## src/hw/rtl/rbfp_pkg.sv

```systemverilog
// ----------------------------------------------------------------------------
// rbfp_pkg
// Types and constants of the ring-buffered ASCII frame parser.
// ----------------------------------------------------------------------------
package rbfp_pkg;

    // Ring geometry (depth is a power of two, pointers wrap naturally)
    localparam int RING_DEPTH = 128;
    localparam int PTR_W      = $clog2(RING_DEPTH);

    // Frame constants
    localparam logic [7:0] HEADER_RESET  = 8'd65;   // 'A'
    localparam logic [7:0] TRAILER_RESET = 8'd90;   // 'Z'
    localparam logic [7:0] ASCII_ZERO    = 8'd48;   // '0'
    localparam logic [7:0] LEN_MAX       = 8'd9;
    localparam logic [3:0] FRAME_OVERHEAD = 4'd3;
    localparam logic [3:0] MIN_FRAME     = 4'd4;
    localparam logic [3:0] PAYLOAD_START = 4'd3;   // offset of first value digit
    localparam logic [3:0] OP_OFFSET     = 4'd2;

    // Commands
    localparam logic CMD_PUSH = 1'b0;
    localparam logic CMD_POLL = 1'b1;

    // Configuration register indexes
    localparam int CFG_IDX_W = 1;
    localparam logic [CFG_IDX_W-1:0] CFG_HEADER  = 1'b0;
    localparam logic [CFG_IDX_W-1:0] CFG_TRAILER = 1'b1;

    // Input item
    typedef struct packed {
        logic       command;
        logic [7:0] data_byte;
    } in_t;

    // Result item
    typedef struct packed {
        logic               accepted;
        logic [7:0]         op_char;
        logic signed [31:0] value;
        logic [3:0]         frame_length;
    } out_t;

endpackage

```

## src/hw/rtl/ring_buffered_ascii_frame_parser_unit.sv

```systemverilog
// Push: the result is loaded into the output register at the accepting edge.
// Poll: a header, length or trailer mismatch drops one byte and rechecks; a found frame
// steps through check, header, length, trailer, op, one accumulate per value digit; a
// short ring ends at check, a partial frame at length; one read per cycle, single port.
// One item is in flight at a time; a poll holds stall high until its result is loaded.
// Reset clears the pointers and restores header 'A' and trailer 'Z'; ring not cleared.
// ----------------------------------------------------------------------------
// ring_buffered_ascii_frame_parser_unit
// Ring store of received bytes with a sequenced frame scanner that shares one
// memory read port and one multiply-accumulate unit for the decimal value.
// ----------------------------------------------------------------------------
module ring_buffered_ascii_frame_parser_unit (
    input  logic                               clk,
    input  logic                               rst_n,
    // input channel
    input  logic                               in_valid,
    output logic                               in_stall,
    input  rbfp_pkg::in_t                      in_data,
    // output channel
    output logic                               out_valid,
    input  logic                               out_stall,
    output rbfp_pkg::out_t                     out_data,
    // configuration write channel
    input  logic                               cfg_valid,
    output logic                               cfg_ready,
    input  logic [rbfp_pkg::CFG_IDX_W-1:0]     cfg_index,
    input  logic [7:0]                         cfg_data
);
    import rbfp_pkg::*;

    typedef enum logic [7:0] {
        S_IDLE = 8'b0000_0001,
        S_CHK  = 8'b0000_0010,
        S_HDR  = 8'b0000_0100,
        S_LEN  = 8'b0000_1000,
        S_TRL  = 8'b0001_0000,
        S_OP   = 8'b0010_0000,
        S_ACC  = 8'b0100_0000,
        S_DONE = 8'b1000_0000
    } state_t;

    state_t            state_reg, state_next;
    logic [PTR_W-1:0]  rp_reg, rp_next;
    logic [PTR_W-1:0]  wp_reg, wp_next;
    logic [7:0]        header_reg, trailer_reg;
    logic [PTR_W-1:0]  raddr;
    logic [7:0]        rdata_reg;
    logic [7:0]        mem [RING_DEPTH];
    logic              mem_we;
    logic [3:0]        total_reg, total_next;
    logic [3:0]        idx_reg, idx_next;
    logic [31:0]       val_reg, val_next;
    logic [7:0]        op_reg, op_next;
    logic              acc_reg, acc_next;
    logic [3:0]        flen_reg, flen_next;
    logic              out_valid_reg, out_valid_next;
    out_t              out_data_reg, out_data_next;

    logic [PTR_W-1:0]  held;
    logic              in_xfer;
    logic              out_free;
    logic [7:0]        len_full;
    logic              len_ok;
    logic [3:0]        len_total;
    logic [3:0]        idx_inc;
    logic [31:0]       mac;

    // Handshake
    assign held      = wp_reg - rp_reg;
    assign out_free  = !out_valid_reg || !out_stall;
    assign in_stall  = (state_reg != S_IDLE) || !out_free;
    assign in_xfer   = in_valid && !in_stall;
    assign cfg_ready = 1'b1;
    assign out_valid = out_valid_reg;
    assign out_data  = out_data_reg;

    // Shared datapath: length decode, index step, value multiply-accumulate
    assign len_full  = rdata_reg - ASCII_ZERO;
    assign len_ok    = (len_full != 8'd0) && (len_full <= LEN_MAX);
    assign len_total = len_full[3:0] + FRAME_OVERHEAD;
    assign idx_inc   = idx_reg + 4'd1;
    assign mac       = (val_reg << 3) + (val_reg << 1) + {24'd0, rdata_reg}
                       - {24'd0, ASCII_ZERO};

    // Sequencer
    always_comb
    begin
        state_next     = state_reg;
        rp_next        = rp_reg;
        wp_next        = wp_reg;
        raddr          = rp_reg;
        mem_we         = 1'b0;
        total_next     = total_reg;
        idx_next       = idx_reg;
        val_next       = val_reg;
        op_next        = op_reg;
        acc_next       = acc_reg;
        flen_next      = flen_reg;
        out_valid_next = out_valid_reg && out_stall;
        out_data_next  = out_data_reg;

        unique case (state_reg)
            S_IDLE:
            begin
                if (in_xfer)
                begin
                    if (in_data.command == CMD_PUSH)
                    begin
                        out_valid_next             = 1'b1;
                        out_data_next              = '0;
                        if (held != PTR_W'(RING_DEPTH - 1))
                        begin
                            mem_we                  = 1'b1;
                            wp_next                 = wp_reg + 1'b1;
                            out_data_next.accepted  = 1'b1;
                        end
                    end
                    else
                    begin
                        acc_next   = 1'b0;
                        op_next    = '0;
                        val_next   = '0;
                        flen_next  = '0;
                        state_next = S_CHK;
                    end
                end
            end
            S_CHK:
            begin
                // read byte at the read pointer, or give up when too few held
                raddr = rp_reg;
                if (held < PTR_W'(MIN_FRAME))
                    state_next = S_DONE;
                else
                    state_next = S_HDR;
            end
            S_HDR:
            begin
                if (rdata_reg != header_reg)
                begin
                    rp_next    = rp_reg + 1'b1;
                    state_next = S_CHK;
                end
                else
                begin
                    raddr      = rp_reg + 1'b1;
                    state_next = S_LEN;
                end
            end
            S_LEN:
            begin
                if (!len_ok)
                begin
                    rp_next    = rp_reg + 1'b1;
                    state_next = S_CHK;
                end
                else if (held < PTR_W'(len_total))
                begin
                    // frame not complete yet: keep its start
                    state_next = S_DONE;
                end
                else
                begin
                    total_next = len_total;
                    raddr      = rp_reg + PTR_W'(len_total - 4'd1);
                    state_next = S_TRL;
                end
            end
            S_TRL:
            begin
                if (rdata_reg != trailer_reg)
                begin
                    rp_next    = rp_reg + 1'b1;
                    state_next = S_CHK;
                end
                else
                begin
                    raddr      = rp_reg + PTR_W'(OP_OFFSET);
                    state_next = S_OP;
                end
            end
            S_OP:
            begin
                op_next   = rdata_reg;
                acc_next  = 1'b1;
                flen_next = total_reg;
                idx_next  = PAYLOAD_START;
                if (PAYLOAD_START + 4'd1 < total_reg)
                begin
                    raddr      = rp_reg + PTR_W'(PAYLOAD_START);
                    state_next = S_ACC;
                end
                else
                begin
                    rp_next    = rp_reg + PTR_W'(total_reg);
                    state_next = S_DONE;
                end
            end
            S_ACC:
            begin
                val_next = mac;
                idx_next = idx_inc;
                if (idx_inc + 4'd1 < total_reg)
                begin
                    raddr = rp_reg + PTR_W'(idx_inc);
                end
                else
                begin
                    rp_next    = rp_reg + PTR_W'(total_reg);
                    state_next = S_DONE;
                end
            end
            S_DONE:
            begin
                if (out_free)
                begin
                    out_valid_next             = 1'b1;
                    out_data_next.accepted     = acc_reg;
                    out_data_next.op_char      = op_reg;
                    out_data_next.value        = $signed(val_reg);
                    out_data_next.frame_length = flen_reg;
                    state_next                 = S_IDLE;
                end
            end
            default:
            begin
                state_next = S_IDLE;
            end
        endcase
    end

    // Ring store: one write port, one registered read port
    always_ff @(posedge clk)
    begin
        if (mem_we)
            mem[wp_reg] <= in_data.data_byte;
        rdata_reg <= mem[raddr];
    end

    // Control registers
    always_ff @(posedge clk or negedge rst_n)
    begin
        if (!rst_n)
        begin
            state_reg     <= S_IDLE;
            rp_reg        <= '0;
            wp_reg        <= '0;
            out_valid_reg <= 1'b0;
            header_reg    <= HEADER_RESET;
            trailer_reg   <= TRAILER_RESET;
        end
        else
        begin
            state_reg     <= state_next;
            rp_reg        <= rp_next;
            wp_reg        <= wp_next;
            out_valid_reg <= out_valid_next;
            if (cfg_valid && cfg_ready)
            begin
                unique case (cfg_index)
                    CFG_HEADER:  header_reg  <= cfg_data;
                    CFG_TRAILER: trailer_reg <= cfg_data;
                    default:     header_reg  <= header_reg;
                endcase
            end
        end
    end

    // Payload registers
    always_ff @(posedge clk)
    begin
        total_reg    <= total_next;
        idx_reg      <= idx_next;
        val_reg      <= val_next;
        op_reg       <= op_next;
        acc_reg      <= acc_next;
        flen_reg     <= flen_next;
        out_data_reg <= out_data_next;
    end

endmodule

```

## config.mk

```make
export PLATFORM = sky130hd
export DESIGN_NAME = ring_buffered_ascii_frame_parser_unit
export DESIGN_NICKNAME = d
export VERILOG_FILES = /design/src/hw/rtl/rbfp_pkg.sv /design/src/hw/rtl/ring_buffered_ascii_frame_parser_unit.sv
export SDC_FILE = /design/constraint.sdc
export NUM_CORES = 2
export LEC_CHECK = 0
export BUFFER_PORTS_ARGS = -buffer_cell sky130_fd_sc_hd__buf_4
export CAP_MARGIN = 0
export CORE_UTILIZATION = 38
export DETAILED_ROUTE_END_ITERATION = 8
export GPL_ROUTABILITY_DRIVEN = 0
export GPL_TIMING_DRIVEN = 0
export PLACE_DENSITY_LB_ADDON = 0.05
export RECOVER_POWER = 25
export SYNTH_ARGS = -nofsm -noshare
export SYNTH_HDL_FRONTEND = slang
export SYNTH_SLANG_ARGS = --single-unit
```

## constraint.sdc

```tcl
create_clock -name clk -period 5.5 [get_ports clk]
set_input_delay 0.275 -clock clk [delete_from_list [all_inputs] [get_ports clk]]
set_output_delay 0.275 -clock clk [all_outputs]
set_load 0.005 [all_outputs]
```

==> impl_metrics.toml <==
[setup_path]
start_kind = "flop"
cp_slowest_cell = "dfrtp_1"
end_kind = "flop"
path_delay_family = "simple AND/OR/NAND/NOR gates"
cp.depth = 19
crit_chain = "inv_2 > ha_1 > inv_1 > fa_1 > xor2_2 > ha_1 > o21ai_0 > a21oi_1 > and4b_1 > a21o_4 > o31ai_4 > nand2_2 > buf_2 > clkbuf_4 > nand2_1 > a31oi_1 > nand4_1 > and4_1 > nor4_4"
arrival_ns = 6.01
timing.rr.start = "wp_reg[0]"
worstPathMaxFanout = 10
regToRegSetupSlack_ns = 0.11
slowest_delay_ns = 0.45
critPathKind = "flop to flop"
crit_path_frequent_cell = "ha_1"
r2r_end = "rdata_reg[2]"
critical_path.startpoint = "wp_reg[0]"
crit_required_ns = 6.12
r2r_cells = 19
endpoint = "rdata_reg[2]"
crit_buf_inv = 4

[synthesis]
ys_ff_latch = 1169
synthTopCellsByArea = "edfxtp_1, mux4_2, nand2_1, ha_1, nand3_1"
synth_edf_count = 1122
ys_seq_area_share_pct = 69.5
syn_nets = 3452
syn_inst = 3299
synth_area_mm2 = 0.0501
synthArstFlopShare_pct = 3.34
synth_top_flop_cell = "edfxtp_1"
synth_top_area_cell = "edfxtp_1"
synth_warnings = 0
synth_cell_types = 92
synth_top_cell_area_share_pct = 67.2
avgSynthCellArea_um2 = 15.2

[layout]
largest_reg_flops = 1024
fin_cells = 5400
area_growth_pct = 16.6
utilization_pct = 44.9
fillCellCount = 11600
layout_common_cells = "edfxtp_1, nand2_1, nor2_1"
layout_commonest_cell = "edfxtp_1"
drive_above_1_share_pct = 19.4
nNetsFinal = 3702
ff_latch_area_mm2 = 0.0348
multi_input_area_mm2 = 0.0144

[run_status]
violations = "max-capacitance violations, max-slew violations"
status = "finished with violations"

[worst_hold_path]
hp-class = "input port to flop"

[clock_tree]
clk-insertion-delay-late_ns = 0.77
clock_sinks = 1169
cts_root_buf = "clkbuf_16"
htree_levels = 4
cts_tree = "yes"
clk_pin_slew_ns = 0.06
cts_buffer_depth = 3
cts_buffers = 133

[timing]
setup_tns_ns = 0
slew_viol_final = 697
timing.final.hold_violations = 0
worst_slew_pin_slew_ns = 3.60
skew_ns = 0.0310
fin_crit_ns = 5.39
rsz0062_at_grt = "true"
fmax_mhz = 186
min_period_over_period_pct = 98.0
setup-violations-final = 0
slew-limit-headroom_pct = -140

[drt]
ant_nets = 0
routedWlPerCell_um = 27.6
drtPass1Iterations = 6
vias = 29500
drt-vias-per-instance = 5.47
wirelength_mm = 149
drcViolationCount = 0
drt_iter0_drc = 2848

[floorplanning]
rows = 132
die_area_mm2 = 0.133
start_util_pct = 38.5
core_area_mm2 = 0.130
die_h_um = 365
io_pins = 71
die_w_um = 365

[grt]
grt.overflow.total = 0
antenna_found_initial = 7
grt_pass1_wl_mm = 213
grt_pass1_vias = 29900
gr-usage-all-layers_pct = 22.6
grt_start_max_net_pins = 129

[power]
powerDensity_mw_per_mm2 = 449
p_leak_nw = 20.0
total_power_w = 0.0262
ir_drop_mv = 0.342

[flow_run]
cap_violations = 10

[place]
dpl.hpwl_mm = 101
io_buffers = 69
dp.cells = 5117
## cell families (layout without fill, tap and decap cells)
kind of cell	count (synthesis)	after routing	share of synthesized area, %
flip-flops	1169	1169	69.5
AND/OR/NAND/NOR	1076	1076	10.0
AO/OA/AOI/OAI	358	358	4.76
buffers and inverters	287	641	2.85
multiplexers	211	211	8.26
adder cells (fa/ha/maj)	130	130	3.39
XOR/XNOR	67	67	1.23
other	1	6	0.00748
## cell type report
class | instances | area share, %
clock inverters | 67 | 1.28
flip-flops and latches | 1169 | 59.6
repair buffers | 116 | 1.71
inverters | 125 | 0.822
well taps | 1742 | 3.73
multi-input cells | 1843 | 24.7
plain buffers | 161 | 1.89
clock buffers | 172 | 6.29
diodes | 5 | 0.0214
## report_power, final
group          switching (W)  leakage (nW)  internal, W
Sequential          0.000144          10.7      0.00997
Clock                0.00364          2.16      0.00539
Combinational        0.00421          7.17      0.00287
## worst register-to-register path, cell delays in order, from the launching register on
cell	delay, ns
dfrtp_1	0.45
inv_2	0.12
ha_1	0.17
inv_1	0.05
fa_1	0.43
xor2_2	0.28
ha_1	0.29
o21ai_0	0.16
a21oi_1	0.08
and4b_1	0.30
a21o_4	0.20
o31ai_4	0.09
nand2_2	0.30
buf_2	0.37
clkbuf_4	0.40
nand2_1	0.11
a31oi_1	0.21
nand4_1	0.44
and4_1	0.37
nor4_4	0.43
## through the flow
stage / hold WS (ns) / worst slack, ns / instance area, um^2
after detailed placement: 0.331 / -1.85 / 53000
after global routing: 0.0889 / -0.0191 / 58400
after global placement: 0.326 / -1.88 / 52800
after CTS: 0.0236 / -0.111 / 58200
after floorplan: -0.0206 / 1.05 / 50100
final: 0.0843 / 0.110 / 58500
## cells in the mapped netlist, types with 9 or more instances
cell	number
a211oi_1	11
a21o_1	17
a21oi_1	122
a22oi_1	52
a31oi_1	21
and2_1	32
and3_1	20
and4b_1	12
buf_1	9
buf_2	34
buf_4	37
buf_6	21
clkbuf_1	60
dfrtp_1	32
edfxtp_1	1122
fa_1	10
ha_1	120
inv_1	125
mux2_2	18
mux2i_1	34
mux4_2	154
nand2_1	440
nand2b_1	12
nand3_1	178
nand4_1	31
nor2_1	228
nor2b_1	20
nor3_1	24
nor4_1	19
o21ai_0	47
o21bai_1	11
xnor2_1	43
xor2_1	20
## worst min-delay path by stage
stage	slack, ns	end	depth (start not counted)	start
CTS	0.02	out_valid	3	in_valid
global placement	0.33	rp_reg[0]	1	rst_n
global route	0.09	out_valid	3	in_valid
finish	0.08	out_valid	3	in_valid
detailed placement	0.33	rp_reg[1]	1	rst_n
floorplan	-0.02	header_reg[1]	0	rst_n
## routing by layer
metal	vias to the layer above	GRT usage [%]	routed length [um]
li1	13100	-	-
met1	15300	29.7	63100
met2	918	38.4	74200
met3	217	3.56	7840
met4	0	7.16	4050
met5	-	0	0
## what timing repair did
action	CTS	global route
hold buffers	15	2
pin swaps	21	11
gates resized for setup	128	65
hold endpoints to repair	225	33
endpoints found under the setup margin	683	351
buffers inserted	13	7
No activity file was read; power rests on OpenSTA's default activity.
